<file path="src/rtl/fcbf_pkg.sv">
`default_nettype none

package fcbf_pkg;

    // Store geometry
    localparam int DEPTH = 64;
    localparam int IDX_W = $clog2(DEPTH);

    // Fixed field widths
    localparam int BYTE_W  = 8;
    localparam int CNT_W   = 7;
    localparam int MODE_W  = 3;
    localparam int TOTAL_W = 48;

    localparam logic [TOTAL_W-1:0] TOTAL_MAX = {TOTAL_W{1'b1}};
    localparam logic [CNT_W-1:0]   CAP_RESET = CNT_W'(64);

    // Command queue between front and back
    localparam int CMDQ_DEPTH = 2;
    localparam int CMDQ_PTR_W = $clog2(CMDQ_DEPTH);
    localparam int CMDQ_CNT_W = $clog2(CMDQ_DEPTH + 1);

    // Input mode codes
    localparam logic [MODE_W-1:0] MODE_WRITE = 3'd0;
    localparam logic [MODE_W-1:0] MODE_READ  = 3'd1;
    localparam logic [MODE_W-1:0] MODE_PEEK  = 3'd2;
    localparam logic [MODE_W-1:0] MODE_DROP  = 3'd3;
    localparam logic [MODE_W-1:0] MODE_END   = 3'd4;

    typedef enum logic [2:0] {
        OP_WRITE,
        OP_READ,
        OP_PEEK,
        OP_DROP,
        OP_END,
        OP_NOP
    } op_t;

    typedef struct packed {
        op_t               op;
        logic [BYTE_W-1:0] data;
        logic [CNT_W-1:0]  length;
    } cmd_t;

    typedef struct packed {
        logic [BYTE_W-1:0]  out_byte;
        logic               out_valid;
        logic               last;
        logic               accepted;
        logic [CNT_W-1:0]   moved_count;
        logic [CNT_W-1:0]   occupancy;
        logic [CNT_W-1:0]   room_left;
        logic               ended;
        logic               at_eof;
        logic [TOTAL_W-1:0] total_written;
        logic [TOTAL_W-1:0] total_read;
    } result_t;

    typedef enum logic [1:0] {
        ST_IDLE,
        ST_FETCH,
        ST_EMIT
    } state_t;

endpackage

`default_nettype wire

</file>
<file path="src/rtl/flow_controlled_byte_fifo.sv">
`default_nettype none

// Byte FIFO with a programmable capacity and full status on every result.
// Input beats carry a command in s_tuser (0 write byte, 1 read, 2 peek,
// 3 drop, 4 end of input, other codes give a plain status beat). A write
// stores its byte only while occupancy is below min(capacity, 64). Read and
// peek return min(length, occupancy) beats, one byte each, with m_tlast on
// the final one; with nothing available they return a single tlast beat
// with m_tuser low. Drop, end and write return one beat. Every result
// beat reports occupancy, room, ended/eof and the two 48-bit saturating
// totals as they stand after that beat. Timing: the front end takes one
// command per cycle, while the queue has room, into a two-entry command
// queue; the back end retires a single-result command straight from
// ST_IDLE. A read or peek takes the command, then for each delivered byte
// passes ST_FETCH (the registered store read) and ST_EMIT (load the
// output register). The output register holds a finished beat until
// m_tready; while it waits the back end can only prefetch the next byte of
// a burst and takes no new command. No clearing pass after reset: the
// store is only read inside the occupied range. The capacity register is
// written on cfg_valid (cfg_ready is always high) and should only change
// while the block is idle.
module flow_controlled_byte_fifo
    import fcbf_pkg::*;
(
    input  wire logic               aclk,
    input  wire logic               aresetn,
    // configuration: capacity_limit
    input  wire logic               cfg_valid,
    output logic                    cfg_ready,
    input  wire logic [CNT_W-1:0]   cfg_data,
    // command stream
    input  wire logic               s_tvalid,
    output logic                    s_tready,
    input  wire logic [15:0]        s_tdata,   // [7:0] data_byte, [14:8] length, [15] zero
    input  wire logic [MODE_W-1:0]  s_tuser,   // [2:0] mode
    // result stream
    output logic                    m_tvalid,
    input  wire logic               m_tready,
    output logic [127:0]            m_tdata,   // [7:0] out_byte, [8] accepted,
                                               // [15:9] moved_count, [22:16] occupancy,
                                               // [29:23] room_left, [30] ended,
                                               // [31] at_eof, [79:32] total_written,
                                               // [127:80] total_read
    output logic                    m_tuser,   // [0] out_valid
    output logic                    m_tlast    // last beat of the command
);

    logic [CNT_W-1:0]  cap_reg;
    logic              cmd_valid, cmd_ready;
    cmd_t              cmd;
    logic              ram_we, ram_re;
    logic [IDX_W-1:0]  ram_waddr, ram_raddr;
    logic [BYTE_W-1:0] ram_wdata, ram_rdata;
    result_t           res;

    // capacity register
    assign cfg_ready = 1'b1;

    always_ff @(posedge aclk) begin
        if (!aresetn) begin
            cap_reg <= CAP_RESET;
        end else if (cfg_valid) begin
            cap_reg <= cfg_data;
        end
    end

    // front: decode and queue commands
    fcbf_front u_front (
        .aclk        (aclk),
        .aresetn     (aresetn),
        .s_tvalid    (s_tvalid),
        .s_tready    (s_tready),
        .s_mode      (s_tuser),
        .s_data_byte (s_tdata[7:0]),
        .s_length    (s_tdata[14:8]),
        .cmd_valid   (cmd_valid),
        .cmd_ready   (cmd_ready),
        .cmd         (cmd)
    );

    // byte store
    fcbf_ram #(
        .WIDTH (BYTE_W),
        .DEPTH (DEPTH)
    ) u_store (
        .aclk  (aclk),
        .we    (ram_we),
        .waddr (ram_waddr),
        .wdata (ram_wdata),
        .re    (ram_re),
        .raddr (ram_raddr),
        .rdata (ram_rdata)
    );

    // back: execute commands, own the queue state and output register
    fcbf_back u_back (
        .aclk      (aclk),
        .aresetn   (aresetn),
        .capacity  (cap_reg),
        .cmd_valid (cmd_valid),
        .cmd_ready (cmd_ready),
        .cmd       (cmd),
        .ram_we    (ram_we),
        .ram_waddr (ram_waddr),
        .ram_wdata (ram_wdata),
        .ram_re    (ram_re),
        .ram_raddr (ram_raddr),
        .ram_rdata (ram_rdata),
        .m_valid   (m_tvalid),
        .m_ready   (m_tready),
        .result    (res)
    );

    // result packing
    assign m_tdata = {res.total_read, res.total_written, res.at_eof, res.ended,
                      res.room_left, res.occupancy, res.moved_count, res.accepted,
                      res.out_byte};
    assign m_tuser = res.out_valid;
    assign m_tlast = res.last;

    // occupancy never exceeds the store depth
    a_occ_bound: assert property (@(posedge aclk) disable iff (!aresetn)
        m_tvalid |-> (m_tdata[22:16] <= CNT_W'(DEPTH)))
        else $error("occupancy above store depth");

    // occupancy plus room never exceeds the store depth
    a_room_bound: assert property (@(posedge aclk) disable iff (!aresetn)
        m_tvalid |-> ((8'(m_tdata[22:16]) + 8'(m_tdata[29:23])) <= 8'(DEPTH)))
        else $error("room and occupancy inconsistent");

    // an accepted write moves exactly one byte in a single data-less beat
    a_write_beat: assert property (@(posedge aclk) disable iff (!aresetn)
        (m_tvalid && m_tdata[8]) |-> (m_tdata[15:9] == CNT_W'(1) && !m_tuser && m_tlast))
        else $error("malformed write result");

    // eof only when ended and empty
    a_eof: assert property (@(posedge aclk) disable iff (!aresetn)
        (m_tvalid && m_tdata[31]) |-> (m_tdata[30] && m_tdata[22:16] == '0))
        else $error("eof without ended and empty buffer");

endmodule

`default_nettype wire

</file>
<file path="src/rtl/fcbf_ram.sv">
`default_nettype none

module fcbf_ram #(
    parameter int WIDTH = 8,
    parameter int DEPTH = 64
) (
    input  wire logic                     aclk,
    input  wire logic                     we,
    input  wire logic [$clog2(DEPTH)-1:0] waddr,
    input  wire logic [WIDTH-1:0]         wdata,
    input  wire logic                     re,
    input  wire logic [$clog2(DEPTH)-1:0] raddr,
    output logic      [WIDTH-1:0]         rdata
);

    logic [WIDTH-1:0] mem [DEPTH];

    always_ff @(posedge aclk) begin
        if (we) begin
            mem[waddr] <= wdata;
        end
        if (re) begin
            rdata <= mem[raddr];
        end
    end

endmodule

`default_nettype wire

</file>
<file path="src/rtl/fcbf_front.sv">
`default_nettype none

module fcbf_front
    import fcbf_pkg::*;
(
    input  wire logic                 aclk,
    input  wire logic                 aresetn,
    input  wire logic                 s_tvalid,
    output logic                      s_tready,
    input  wire logic [MODE_W-1:0]    s_mode,
    input  wire logic [BYTE_W-1:0]    s_data_byte,
    input  wire logic [CNT_W-1:0]     s_length,
    output logic                      cmd_valid,
    input  wire logic                 cmd_ready,
    output cmd_t                      cmd
);

    cmd_t                  q_reg [CMDQ_DEPTH];
    logic [CMDQ_PTR_W-1:0] wr_ptr_reg, wr_ptr_next;
    logic [CMDQ_PTR_W-1:0] rd_ptr_reg, rd_ptr_next;
    logic [CMDQ_CNT_W-1:0] cnt_reg, cnt_next;
    cmd_t                  dec;
    logic                  push, pop;

    // mode decode
    always_comb begin
        dec.data   = s_data_byte;
        dec.length = s_length;
        unique case (s_mode)
            MODE_WRITE: dec.op = OP_WRITE;
            MODE_READ:  dec.op = OP_READ;
            MODE_PEEK:  dec.op = OP_PEEK;
            MODE_DROP:  dec.op = OP_DROP;
            MODE_END:   dec.op = OP_END;
            default:    dec.op = OP_NOP;
        endcase
    end

    assign s_tready  = (cnt_reg != CMDQ_CNT_W'(CMDQ_DEPTH));
    assign cmd_valid = (cnt_reg != '0);
    assign cmd       = q_reg[rd_ptr_reg];
    assign push      = s_tvalid && s_tready;
    assign pop       = cmd_valid && cmd_ready;

    always_comb begin
        wr_ptr_next = wr_ptr_reg;
        rd_ptr_next = rd_ptr_reg;
        cnt_next    = cnt_reg;
        if (push) begin
            wr_ptr_next = (wr_ptr_reg == CMDQ_PTR_W'(CMDQ_DEPTH - 1)) ? '0
                                                                     : wr_ptr_reg + 1'b1;
        end
        if (pop) begin
            rd_ptr_next = (rd_ptr_reg == CMDQ_PTR_W'(CMDQ_DEPTH - 1)) ? '0
                                                                     : rd_ptr_reg + 1'b1;
        end
        if (push && !pop) begin
            cnt_next = cnt_reg + 1'b1;
        end else if (pop && !push) begin
            cnt_next = cnt_reg - 1'b1;
        end
    end

    always_ff @(posedge aclk) begin
        if (!aresetn) begin
            wr_ptr_reg <= '0;
            rd_ptr_reg <= '0;
            cnt_reg    <= '0;
        end else begin
            wr_ptr_reg <= wr_ptr_next;
            rd_ptr_reg <= rd_ptr_next;
            cnt_reg    <= cnt_next;
        end
    end

    always_ff @(posedge aclk) begin
        if (push) begin
            q_reg[wr_ptr_reg] <= dec;
        end
    end

endmodule

`default_nettype wire

</file>
<file path="src/rtl/fcbf_back.sv">
`default_nettype none

module fcbf_back
    import fcbf_pkg::*;
(
    input  wire logic              aclk,
    input  wire logic              aresetn,
    input  wire logic [CNT_W-1:0]  capacity,
    input  wire logic              cmd_valid,
    output logic                   cmd_ready,
    input  wire cmd_t              cmd,
    output logic                   ram_we,
    output logic [IDX_W-1:0]       ram_waddr,
    output logic [BYTE_W-1:0]      ram_wdata,
    output logic                   ram_re,
    output logic [IDX_W-1:0]       ram_raddr,
    input  wire logic [BYTE_W-1:0] ram_rdata,
    output logic                   m_valid,
    input  wire logic              m_ready,
    output result_t                result
);

    state_t              state_reg, state_next;
    logic [IDX_W-1:0]    head_reg, head_next;
    logic [CNT_W-1:0]    fill_reg, fill_next;
    logic                done_reg, done_next;
    logic [TOTAL_W-1:0]  wtot_reg, wtot_next;
    logic [TOTAL_W-1:0]  rtot_reg, rtot_next;
    logic                pop_reg, pop_next;       // burst removes bytes (read, not peek)
    logic [IDX_W-1:0]    ptr_reg, ptr_next;
    logic [CNT_W-1:0]    remain_reg, remain_next;
    logic [CNT_W-1:0]    count_reg, count_next;
    logic                out_valid_reg, out_valid_next;
    result_t             out_reg, out_next;

    logic [CNT_W-1:0]    eff_cap;
    logic [CNT_W-1:0]    avail;
    logic                out_free;
    logic                take;
    logic                start_burst;
    logic                emit_ok;

    logic                ld;
    logic [BYTE_W-1:0]   ld_byte;
    logic                ld_valid, ld_last, ld_acc;
    logic [CNT_W-1:0]    ld_moved;

    function automatic logic [IDX_W-1:0] wrap_add(input logic [IDX_W-1:0] base,
                                                  input logic [CNT_W-1:0] n);
        logic [IDX_W:0] sum;
        sum = (IDX_W+1)'(base) + (IDX_W+1)'(n);
        if (sum >= (IDX_W+1)'(DEPTH)) begin
            sum = sum - (IDX_W+1)'(DEPTH);
        end
        return sum[IDX_W-1:0];
    endfunction

    function automatic logic [TOTAL_W-1:0] sat_add(input logic [TOTAL_W-1:0] v,
                                                   input logic [CNT_W-1:0]   n);
        logic [TOTAL_W:0] sum;
        sum = {1'b0, v} + (TOTAL_W+1)'(n);
        return sum[TOTAL_W] ? TOTAL_MAX : sum[TOTAL_W-1:0];
    endfunction

    assign eff_cap     = (capacity > CNT_W'(DEPTH)) ? CNT_W'(DEPTH) : capacity;
    assign avail       = (cmd.length < fill_reg) ? cmd.length : fill_reg;
    assign out_free    = !out_valid_reg || m_ready;
    assign take        = (state_reg == ST_IDLE) && cmd_valid && out_free;
    assign start_burst = take && (cmd.op == OP_READ || cmd.op == OP_PEEK) && (avail != '0);
    assign emit_ok     = (state_reg == ST_EMIT) && out_free;

    // next state
    always_comb begin
        state_next = state_reg;
        unique case (state_reg)
            ST_IDLE: begin
                if (start_burst) begin
                    state_next = ST_FETCH;
                end
            end
            ST_FETCH: state_next = ST_EMIT;
            ST_EMIT: begin
                if (emit_ok) begin
                    state_next = (remain_reg == CNT_W'(1)) ? ST_IDLE : ST_FETCH;
                end
            end
            default: state_next = ST_IDLE;
        endcase
    end

    // datapath and outputs
    always_comb begin
        head_next   = head_reg;
        fill_next   = fill_reg;
        done_next   = done_reg;
        wtot_next   = wtot_reg;
        rtot_next   = rtot_reg;
        pop_next    = pop_reg;
        ptr_next    = ptr_reg;
        remain_next = remain_reg;
        count_next  = count_reg;
        cmd_ready   = 1'b0;
        ram_we      = 1'b0;
        ram_waddr   = wrap_add(head_reg, fill_reg);
        ram_wdata   = cmd.data;
        ram_re      = 1'b0;
        ram_raddr   = ptr_reg;
        ld          = 1'b0;
        ld_byte     = '0;
        ld_valid    = 1'b0;
        ld_last     = 1'b1;
        ld_acc      = 1'b0;
        ld_moved    = '0;

        unique case (state_reg)
            ST_IDLE: begin
                cmd_ready = out_free;
                if (take) begin
                    ld = 1'b1;
                    unique case (cmd.op)
                        OP_WRITE: begin
                            if (fill_reg < eff_cap) begin
                                ram_we    = 1'b1;
                                fill_next = fill_reg + 1'b1;
                                wtot_next = sat_add(wtot_reg, CNT_W'(1));
                                ld_acc    = 1'b1;
                                ld_moved  = CNT_W'(1);
                            end
                        end
                        OP_READ, OP_PEEK: begin
                            if (avail != '0) begin
                                ld          = 1'b0;
                                pop_next    = (cmd.op == OP_READ);
                                ptr_next    = head_reg;
                                remain_next = avail;
                                count_next  = avail;
                            end
                        end
                        OP_DROP: begin
                            head_next = wrap_add(head_reg, avail);
                            fill_next = fill_reg - avail;
                            rtot_next = sat_add(rtot_reg, avail);
                            ld_moved  = avail;
                        end
                        OP_END: done_next = 1'b1;
                        default: ;
                    endcase
                end
            end
            ST_FETCH: begin
                ram_re = 1'b1;
            end
            ST_EMIT: begin
                if (emit_ok) begin
                    ld          = 1'b1;
                    ld_byte     = ram_rdata;
                    ld_valid    = 1'b1;
                    ld_last     = (remain_reg == CNT_W'(1));
                    ld_moved    = count_reg;
                    ptr_next    = wrap_add(ptr_reg, CNT_W'(1));
                    remain_next = remain_reg - 1'b1;
                    if (pop_reg) begin
                        head_next = wrap_add(head_reg, CNT_W'(1));
                        fill_next = fill_reg - 1'b1;
                        rtot_next = sat_add(rtot_reg, CNT_W'(1));
                    end
                end
            end
            default: ;
        endcase

        // result reflects status after this beat
        out_next               = out_reg;
        out_next.out_byte      = ld_byte;
        out_next.out_valid     = ld_valid;
        out_next.last          = ld_last;
        out_next.accepted      = ld_acc;
        out_next.moved_count   = ld_moved;
        out_next.occupancy     = fill_next;
        out_next.room_left     = (eff_cap > fill_next) ? eff_cap - fill_next : '0;
        out_next.ended         = done_next;
        out_next.at_eof        = done_next && (fill_next == '0);
        out_next.total_written = wtot_next;
        out_next.total_read    = rtot_next;
        if (!ld) begin
            out_next = out_reg;
        end
        out_valid_next = ld ? 1'b1 : (m_ready ? 1'b0 : out_valid_reg);
    end

    always_ff @(posedge aclk) begin
        if (!aresetn) begin
            state_reg     <= ST_IDLE;
            head_reg      <= '0;
            fill_reg      <= '0;
            done_reg      <= 1'b0;
            wtot_reg      <= '0;
            rtot_reg      <= '0;
            out_valid_reg <= 1'b0;
            remain_reg    <= '0;
        end else begin
            state_reg     <= state_next;
            head_reg      <= head_next;
            fill_reg      <= fill_next;
            done_reg      <= done_next;
            wtot_reg      <= wtot_next;
            rtot_reg      <= rtot_next;
            out_valid_reg <= out_valid_next;
            remain_reg    <= remain_next;
        end
    end

    always_ff @(posedge aclk) begin
        pop_reg   <= pop_next;
        ptr_reg   <= ptr_next;
        count_reg <= count_next;
        out_reg   <= out_next;
    end

    assign m_valid = out_valid_reg;
    assign result  = out_reg;

endmodule

`default_nettype wire

</file>
<file path="config.mk">
export PLATFORM = sky130hd
export DESIGN_NAME = flow_controlled_byte_fifo
export DESIGN_NICKNAME = d
export VERILOG_FILES = /design/src/rtl/fcbf_pkg.sv /design/src/rtl/flow_controlled_byte_fifo.sv /design/src/rtl/fcbf_ram.sv /design/src/rtl/fcbf_front.sv /design/src/rtl/fcbf_back.sv
export SDC_FILE = /design/constraint.sdc
export NUM_CORES = 1
export LEC_CHECK = 0
export BUFFER_PORTS_ARGS = -buffer_cell sky130_fd_sc_hd__buf_2
export CAP_MARGIN = 30
export CORE_MARGIN = 2
export CORE_UTILIZATION = 45
export CTS_CLUSTER_DIAMETER = 200
export DETAILED_ROUTE_END_ITERATION = 10
export GPL_TIMING_DRIVEN = 0
export PLACE_DENSITY_LB_ADDON = 0.15
export SYNTH_ARGS = -nofsm -noshare
export SYNTH_HDL_FRONTEND = slang
export SYNTH_SLANG_ARGS = --single-unit
</file>
<file path="constraint.sdc">
create_clock -name aclk -period 18.2 [get_ports aclk]
set_input_delay 0.91 -clock aclk [delete_from_list [all_inputs] [get_ports aclk]]
set_output_delay 0.91 -clock aclk [all_outputs]
set_load 0.01 [all_outputs]
</file>
==> flow_summary.yaml, run 1 <==
run_status:
  run_status: "finished, final reports clean"
finish:
  utilization_pct: 52.6
  final-instance-count-excl-fill: 4050
  fill_cells: 6757
  largest_reg_flops: 512
  nets: 2997
  largest_register: "u_store.mem"
  syn_to_final_growth_pct: 15.3
  drive_gt1_share_pct: 18.9
  post-route-cell-area_sq_um: 42500
critical_path:
  cp_data_required_time_ns: 18.58
  worst_setup_path_end_kind: "flip-flop"
  cp_cell_sequence: "clkbuf_1 -> clkinv_1 -> ha_1 -> a21oi_1 -> o21ai_0 -> a21oi_2 -> buf_6 -> mux2i_2 -> inv_1 -> fa_1 -> nor2_1 -> o21ai_0 -> a21oi_1 -> a211oi_1 -> ha_1 -> nor2b_1 -> o21ai_0 -> a21boi_0 -> o21ai_0 -> nand2b_1 -> a21oi_1 -> nor2b_1 -> o22ai_1 -> nor3_1"
  cp_slowest_stage_delay_ns: 0.68
  start_kind: "flip-flop"
  cp_common_cell: "o21ai_0"
  crit_arrival_ns: 7.29
  path_class: "reg2reg"
  crit_path_top_delay_cell: "a211oi_1"
  cp_max_fo: 10
route:
  routed_wl_mm: 109
  wl_per_cell_um: 26.9
  ant_nets: 0
  drcViolationCount: 0
  drtIter0Drc: 2804
  num_vias: 24500
  drtPass1Iterations: 5
  viasPerCell: 6.04
yosys:
  ys_seq_area_share_pct: 64.2
  ys_types: 91
  synth_cells: 2633
  synth_top_area_share_pct: 57.0
  syn_area_sq_um: 36900
  synth_edf_count: 700
  syn_area_per_cell_sq_um: 14.0
  synthTopCellsByArea: "edfxtp_1 57%, mux4_2 10%, dfxtp_1 7.2%"
  yosys_warnings: 0
  ys.flop_type: "edfxtp_1"
  synth_nets: 2716
  synthArstFlopShare_pct: 0
  ys_ff_latch: 832
  yosys.area.top_type: "edfxtp_1"
global_route:
  grt_pass1_vias: 24100
  antenna_found_initial: 2
  grt_pass1_wl_mm: 161
  grt_usage_pct: 25.7
  overflow: 0
  grt_start_max_net_pins: 71
clock_network:
  post_cts_resized: 0
  numCtsBuffers: 89
  clock_latency_ns: 0.65
  post-cts-setup-buffers: 0
  cts_buffer_depth: 3
  htreeDepth: 3
  clk_pin_slew_ns: 0.06
  cts_root_buf: "clkbuf_16"
  hold_buffers: 0
  clock_sinks: 832
  cts_tree: "yes"
place:
  placed_cells: 3878
  place.port_buffers: 160
  gp_congestion: 0.954
  dp_hpwl_mm: 77.7
  placed_area_sq_um: 39400
power_and_ir_drop:
  power.share.clock_pct: 29.5
  internal_power_mw: 4.21
  p_leak_nw: 14.6
  pwr-share-seq_pct: 40.4
  power_density_nw_per_um2: 148
  totalPowerFinal_mw: 6.28
  comb_power_share_pct: 30.1
  power.net_switching_mw: 2.06
  switching_share_pct: 32.9
  ir_drop_mv: 0.0917
sta:
  relSlewSlack_pct: 26.1
  fmax_mhz: 145
  finalCritPeriodShare_pct: 38.0
  period_minus_slack_ns: 6.91
  hold_viol: 0
  worst_slew_pin_slew_ns: 1.10
  slew_violations: 0
  rsz0062_at_grt: "false"
  fin_skew_ns: 0.0294
  setup_tns_ns: 0
  finalSetupViolCount: 0
die:
  die_area_sq_um: 84200
  rows: 104
  ioPinCount: 164
  start_util_pct: 45.6
  coreArea_sq_um: 80800
  fp.dieH_um: 290
  die_width_um: 290
worst_hold_path:
  hp-class: "in2reg"
job:
  max_cap_violations: 0
==> worst paths after layout <==
kind	endpoint	from	depth (start not counted)	slack (ns)
setup reg to reg	u_back.result[101]$_SDFFCE_PP0P_	u_back.fill_reg[4]$_SDFF_PN0_	24	11.29
setup / recovery	u_back.result[101]$_SDFFCE_PP0P_	u_back.fill_reg[4]$_SDFF_PN0_	24	11.29
hold reg to reg	u_back.remain_reg[5]$_SDFFE_PN0P_	u_back.remain_reg[5]$_SDFFE_PN0P_	2	0.51
hold / removal	u_front.q_reg[0][2]$_DFFE_PP_	s_tdata[10]	1	0.45
==> synth_stat cells (49+ instances only) <==
cell      number
edfxtp_1     700
nor2_1       226
nand2_1      199
mux4_2       168
a21oi_1      157
dfxtp_1      132
clkbuf_1     111
o21ai_0      102
nand3_1       68
inv_1         60
and2_1        51
nor3_1        50
xor2_1        49
==> cell families after synthesis <==
kind of cell | share of synthesized area [%]
buffers and inverters | 2.33
muxes | 11.5
xor gates and xnor gates | 2.09
adders and majority gates | 1.89
DFF | 64.2
AOI/OAI and AO/OA | 7.71
other | 0.0102
and+or+nand+nor | 10.3
==> placed cells by master, fill, tap and decap left out, types with 91 or more instances in the layout <==
cell / netlist / routed
dfxtp_1: 132 / 132
nand2_1: 199 / 198
clkbuf_1: 111 / 131
nor2_1: 226 / 225
a21oi_1: 157 / 157
buf_2: 12 / 173
mux4_2: 168 / 168
clkbuf_16: 0 / 91
edfxtp_1: 700 / 700
o21ai_0: 102 / 102
==> cell type report <==
cell class	count	area, sq um	area share (%)
Timing Repair Buffer	190	1280	3.02
Tap cell	1060	1330	3.12
Buffer	147	596	1.40
Clock inverter	44	524	1.23
Antenna cell	1	2.50	0.00589
Multi-Input combinational cell	1584	12400	29.1
Clock buffer	122	2500	5.89
Sequential cell	832	23700	55.7
Inverter	70	263	0.618
==> power by group through the flow <==
stage               registers, mW  clock network, mW  logic, mW
floorplan                    2.67                  0       1.03
global placement             2.62                  0       1.77
detailed placement           2.58                  0       1.87
CTS                          2.54               1.88       1.88
global route                 2.56               1.96       2.02
finish                       2.54               1.85       1.89
==> layer usage <==
layer / vias to the layer above / part of all wire, % / track usage, %
li1: 10800 / - / -
met1: 12400 / 42 / 35.7
met2: 1081 / 47 / 41.5
met3: 225 / 6.5 / 3.79
met4: 2 / 3.6 / 8.97
met5: - / 0.010 / 0
==> worst max-delay path: cells and delay by family (launching register included) <==
kind,cells,cell delay (ns)
AOI/OAI and AO/OA,11,2.74
adders and majority gates,3,1.35
buffers and inverters,4,1.19
DFF,1,0.48
and+or+nand+nor,5,0.47
muxes,1,0.43
==> per-stage QoR <==
step                worst slack [ns]  hold WS, ns
finish                         11.29        0.449
global route                   10.70        0.424
CTS                            11.34        0.414
detailed placement             11.32        0.494
global placement                9.15        0.475
floorplan                      12.19        0.435
Note: power is estimated with default switching activity, not from simulation.
==> run 2: changes to the inputs <==
ABC_AREA = 1   (was unset)
clock period = 5.65 ns   (was 18.2 ns; I/O delays follow)
==> run 2 against run 1 <==
Wire length rose by 23%. Sequential share of layout area is 2.3 points lower. Cell area is 4.3% higher. Sequential power rose to 3.4 times the previous value. Clock skew shrank 0.0037 ns. First-iteration DRC count rose by 41%. Cell count increased by 33%. Register-to-register slack got worse by 11 ns. Largest power group is now combinational logic.
==> flow_summary.yaml, run 2 <==
sta:
  period_minus_slack_ns: 5.27
  slew_violations: 0
  finalCritPeriodShare_pct: 93.3
  setup_ws_ns: 0.379
  finalSetupViolCount: 0
  worst_slew_pin_slew_ns: 1.11
  hold_viol: 0
  rsz0062_at_grt: "false"
  fin_skew_ns: 0.0257
  relSlewSlack_pct: 25.6
  fmax_mhz: 190
critical_path:
  cp_max_fo: 10
  start_kind: "flip-flop"
  cp_slowest_stage_delay_ns: 0.43
  cp_data_required_time_ns: 6.03
  crit_arrival_ns: 5.65
  path_class: "reg2reg"
  crit_path_top_delay_cell: "o21ai_1"
  worst_setup_path_end_kind: "flip-flop"
clock_network:
  cts_buffer_depth: 3
  clock_sinks: 832
  cts_tree: "yes"
  cts_root_buf: "clkbuf_16"
  clock_latency_ns: 0.66
  htreeDepth: 3
  numCtsBuffers: 90
  clk_pin_slew_ns: 0.06
finish:
  multi_input_area_sq_um: 12600
  largest_register: "u_store.mem"
  final_common_cell: "edfxtp_1"
  drive_gt1_share_pct: 11.3
  syn_to_final_growth_pct: 15.9
  largest_reg_flops: 512
  fill_cells: 7588
  nets: 4249
  utilization_pct: 52.8
  area.sequential_sq_um: 23700
  final_cell_mix: "700 x edfxtp_1, 579 x nor2_1, 525 x nand2_1"
route:
  viasPerCell: 5.81
  ant_nets: 0
  drtPass1Iterations: 6
  wl_per_cell_um: 24.9
  routed_wl_mm: 134
  drtIter0Drc: 3962
  num_vias: 31200
  drcViolationCount: 0
place:
  dp_hpwl_mm: 95.1
  preCtsSetupSlack_ns: -0.751
  gp_congestion: 1.01
  place.port_buffers: 160
die:
  start_util_pct: 45.6
  die_area_sq_um: 87400
  rows: 106
  coreArea_sq_um: 84000
  fp.dieH_um: 296
  die_width_um: 296
  ioPinCount: 164
power_and_ir_drop:
  p_leak_nw: 16.3
  ir_drop_mv: 0.501
  power_density_nw_per_um2: 541
yosys:
  syn_area_per_cell_sq_um: 9.99
  ys.flop_type: "edfxtp_1"
  ys_seq_area_share_pct: 61.8
  synth_edf_count: 700
  synth.most_common_cell: "edfxtp_1"
  syn_area_sq_um: 38300
  synth_common_cells: "700 x edfxtp_1, 582 x nor2_1, 535 x nand2_1, 419 x o21ai_0, 322 x inv_1"
  synth_cells: 3831
  ys_types: 62
  synthArstFlopShare_pct: 0
  synth_nets: 3914
  synthTopCellsByArea: "edfxtp_1 55%, dfxtp_1 6.9%, nor2_1 5.7%"
  synth_top_area_share_pct: 54.9
  ys_ff_latch: 832
  yosys_warnings: 0
  yosys.area.top_type: "edfxtp_1"
global_route:
  overflow: 0
  grt_start_max_net_pins: 107
  grt_pass1_wl_mm: 192
  grt_usage_pct: 30.2
  antenna_found_initial: 3
  grt_pass1_vias: 28900
run_status:
  run_status: "finished, final reports clean"
worst_hold_path:
  hp-class: "in2reg"
job:
  max_cap_violations: 0
[run 2: changes by cell type after synthesis, moves of 34 or more]
| cell | delta |
|---|---|
| and2_1 | -46 |
| and3_1 | -34 |
| clkbuf_1 | +35 |
| inv_1 | +262 |
| mux4_2 | -168 |
| nand2_1 | +336 |
| nand3_1 | +109 |
| nor2_1 | +356 |
| o21ai_0 | +317 |
| o221ai_1 | +55 |
| o22ai_1 | +76 |
[run 2: final timing paths]
kind / startpoint / to / slack, ns / cells after the start
max reg2reg: flip-flop / u_back.result[32]$_DFFE_PP_ / 0.38 / 28
min reg2reg: u_front.rd_ptr_reg$_SDFFE_PN0P_ / flip-flop / 0.45 / 1
max: flip-flop / u_back.result[32]$_DFFE_PP_ / 0.38 / 28
min: s_tvalid / u_front.wr_ptr_reg$_SDFFE_PN0P_ / 0.07 / 4
[run 2: power by group]
group | internal (mW) | total (mW) | switching [mW] | leakage, nW
clock network | 3.24 | 5.71 | 2.47 | 1.38
registers | 8.29 | 8.70 | 0.407 | 7.50
logic | 2.58 | 9.57 | 6.99 | 7.44
total | 14.1 | 24.0 | 9.87 | 16.3
[run 2: cell families after synthesis]
family | count (synthesis) | share of synthesized area [%]
flip-flops | 832 | 61.8
adder cells (fa/ha/maj) | 52 | 1.80
XOR/XNOR | 60 | 1.37
buffers and inverters | 531 | 5.45
AND/OR/NAND/NOR | 1525 | 17.1
AO/OA/AOI/OAI | 829 | 12.4
other | 1 | 0.00980
multiplexers | 1 | 0.0262
[run 2: timing repair]
item                                    in CTS  in global routing
pin swaps                                    0                  5
endpoints found under the hold margin       43                  0
gates resized for setup                     10                 34
endpoints found under the setup margin      78                 35
buffers inserted                             0                  7
hold buffers                                33                  0
[run 2: layout make-up]
type                    instances  area share, %
well taps                    1134           3.20
flip-flops and latches        832           53.3
clock inverters                50          0.931
multi-input cells            2468           28.5
plain buffers                 187           1.82
clock buffers                 117           5.42
inverters                     343           2.92
diodes                          1        0.00564
repair buffers                244           3.85
[run 2: per-stage QoR]
stage / power [mW] / setup TNS (ns) / instance area (sq um) / std cells / hold slack (ns)
2_1_floorplan: 14.0 / 0 / 38300 / 3831 / 0.381
3_3_place_gp: 17.8 / -126.10 / 40500 / 5125 / 0.436
3_5_place_dp: 17.9 / -9.95 / 41000 / 5161 / 0.445
4_1_cts: 23.6 / 0 / 44200 / 5360 / 0.0184
5_1_grt: 25.0 / 0 / 44400 / 5375 / 0.0671
6_report: 24.0 / 0 / 44400 / 5376 / 0.0739
[run 2: routing by layer]
| layer | routed length, um | global-route usage (%) | vias to the layer above |
|---|---|---|---|
| li1 | - | - | 14100 |
| met1 | 56500 | 43.2 | 15100 |
| met2 | 57300 | 44.4 | 1760 |
| met3 | 14600 | 6.78 | 278 |
| met4 | 5520 | 12.2 | 4 |
| met5 | 23 | 0 | - |
[run 2: critical path: cells and delay by family (launching register included)]
kind                       cells  cell delay, ns
DFF                            1            0.33
and+or+nand+nor                8            0.80
AOI/OAI and AO/OA              8            1.88
adders and majority gates      2            0.71
buffers and inverters         10            1.25
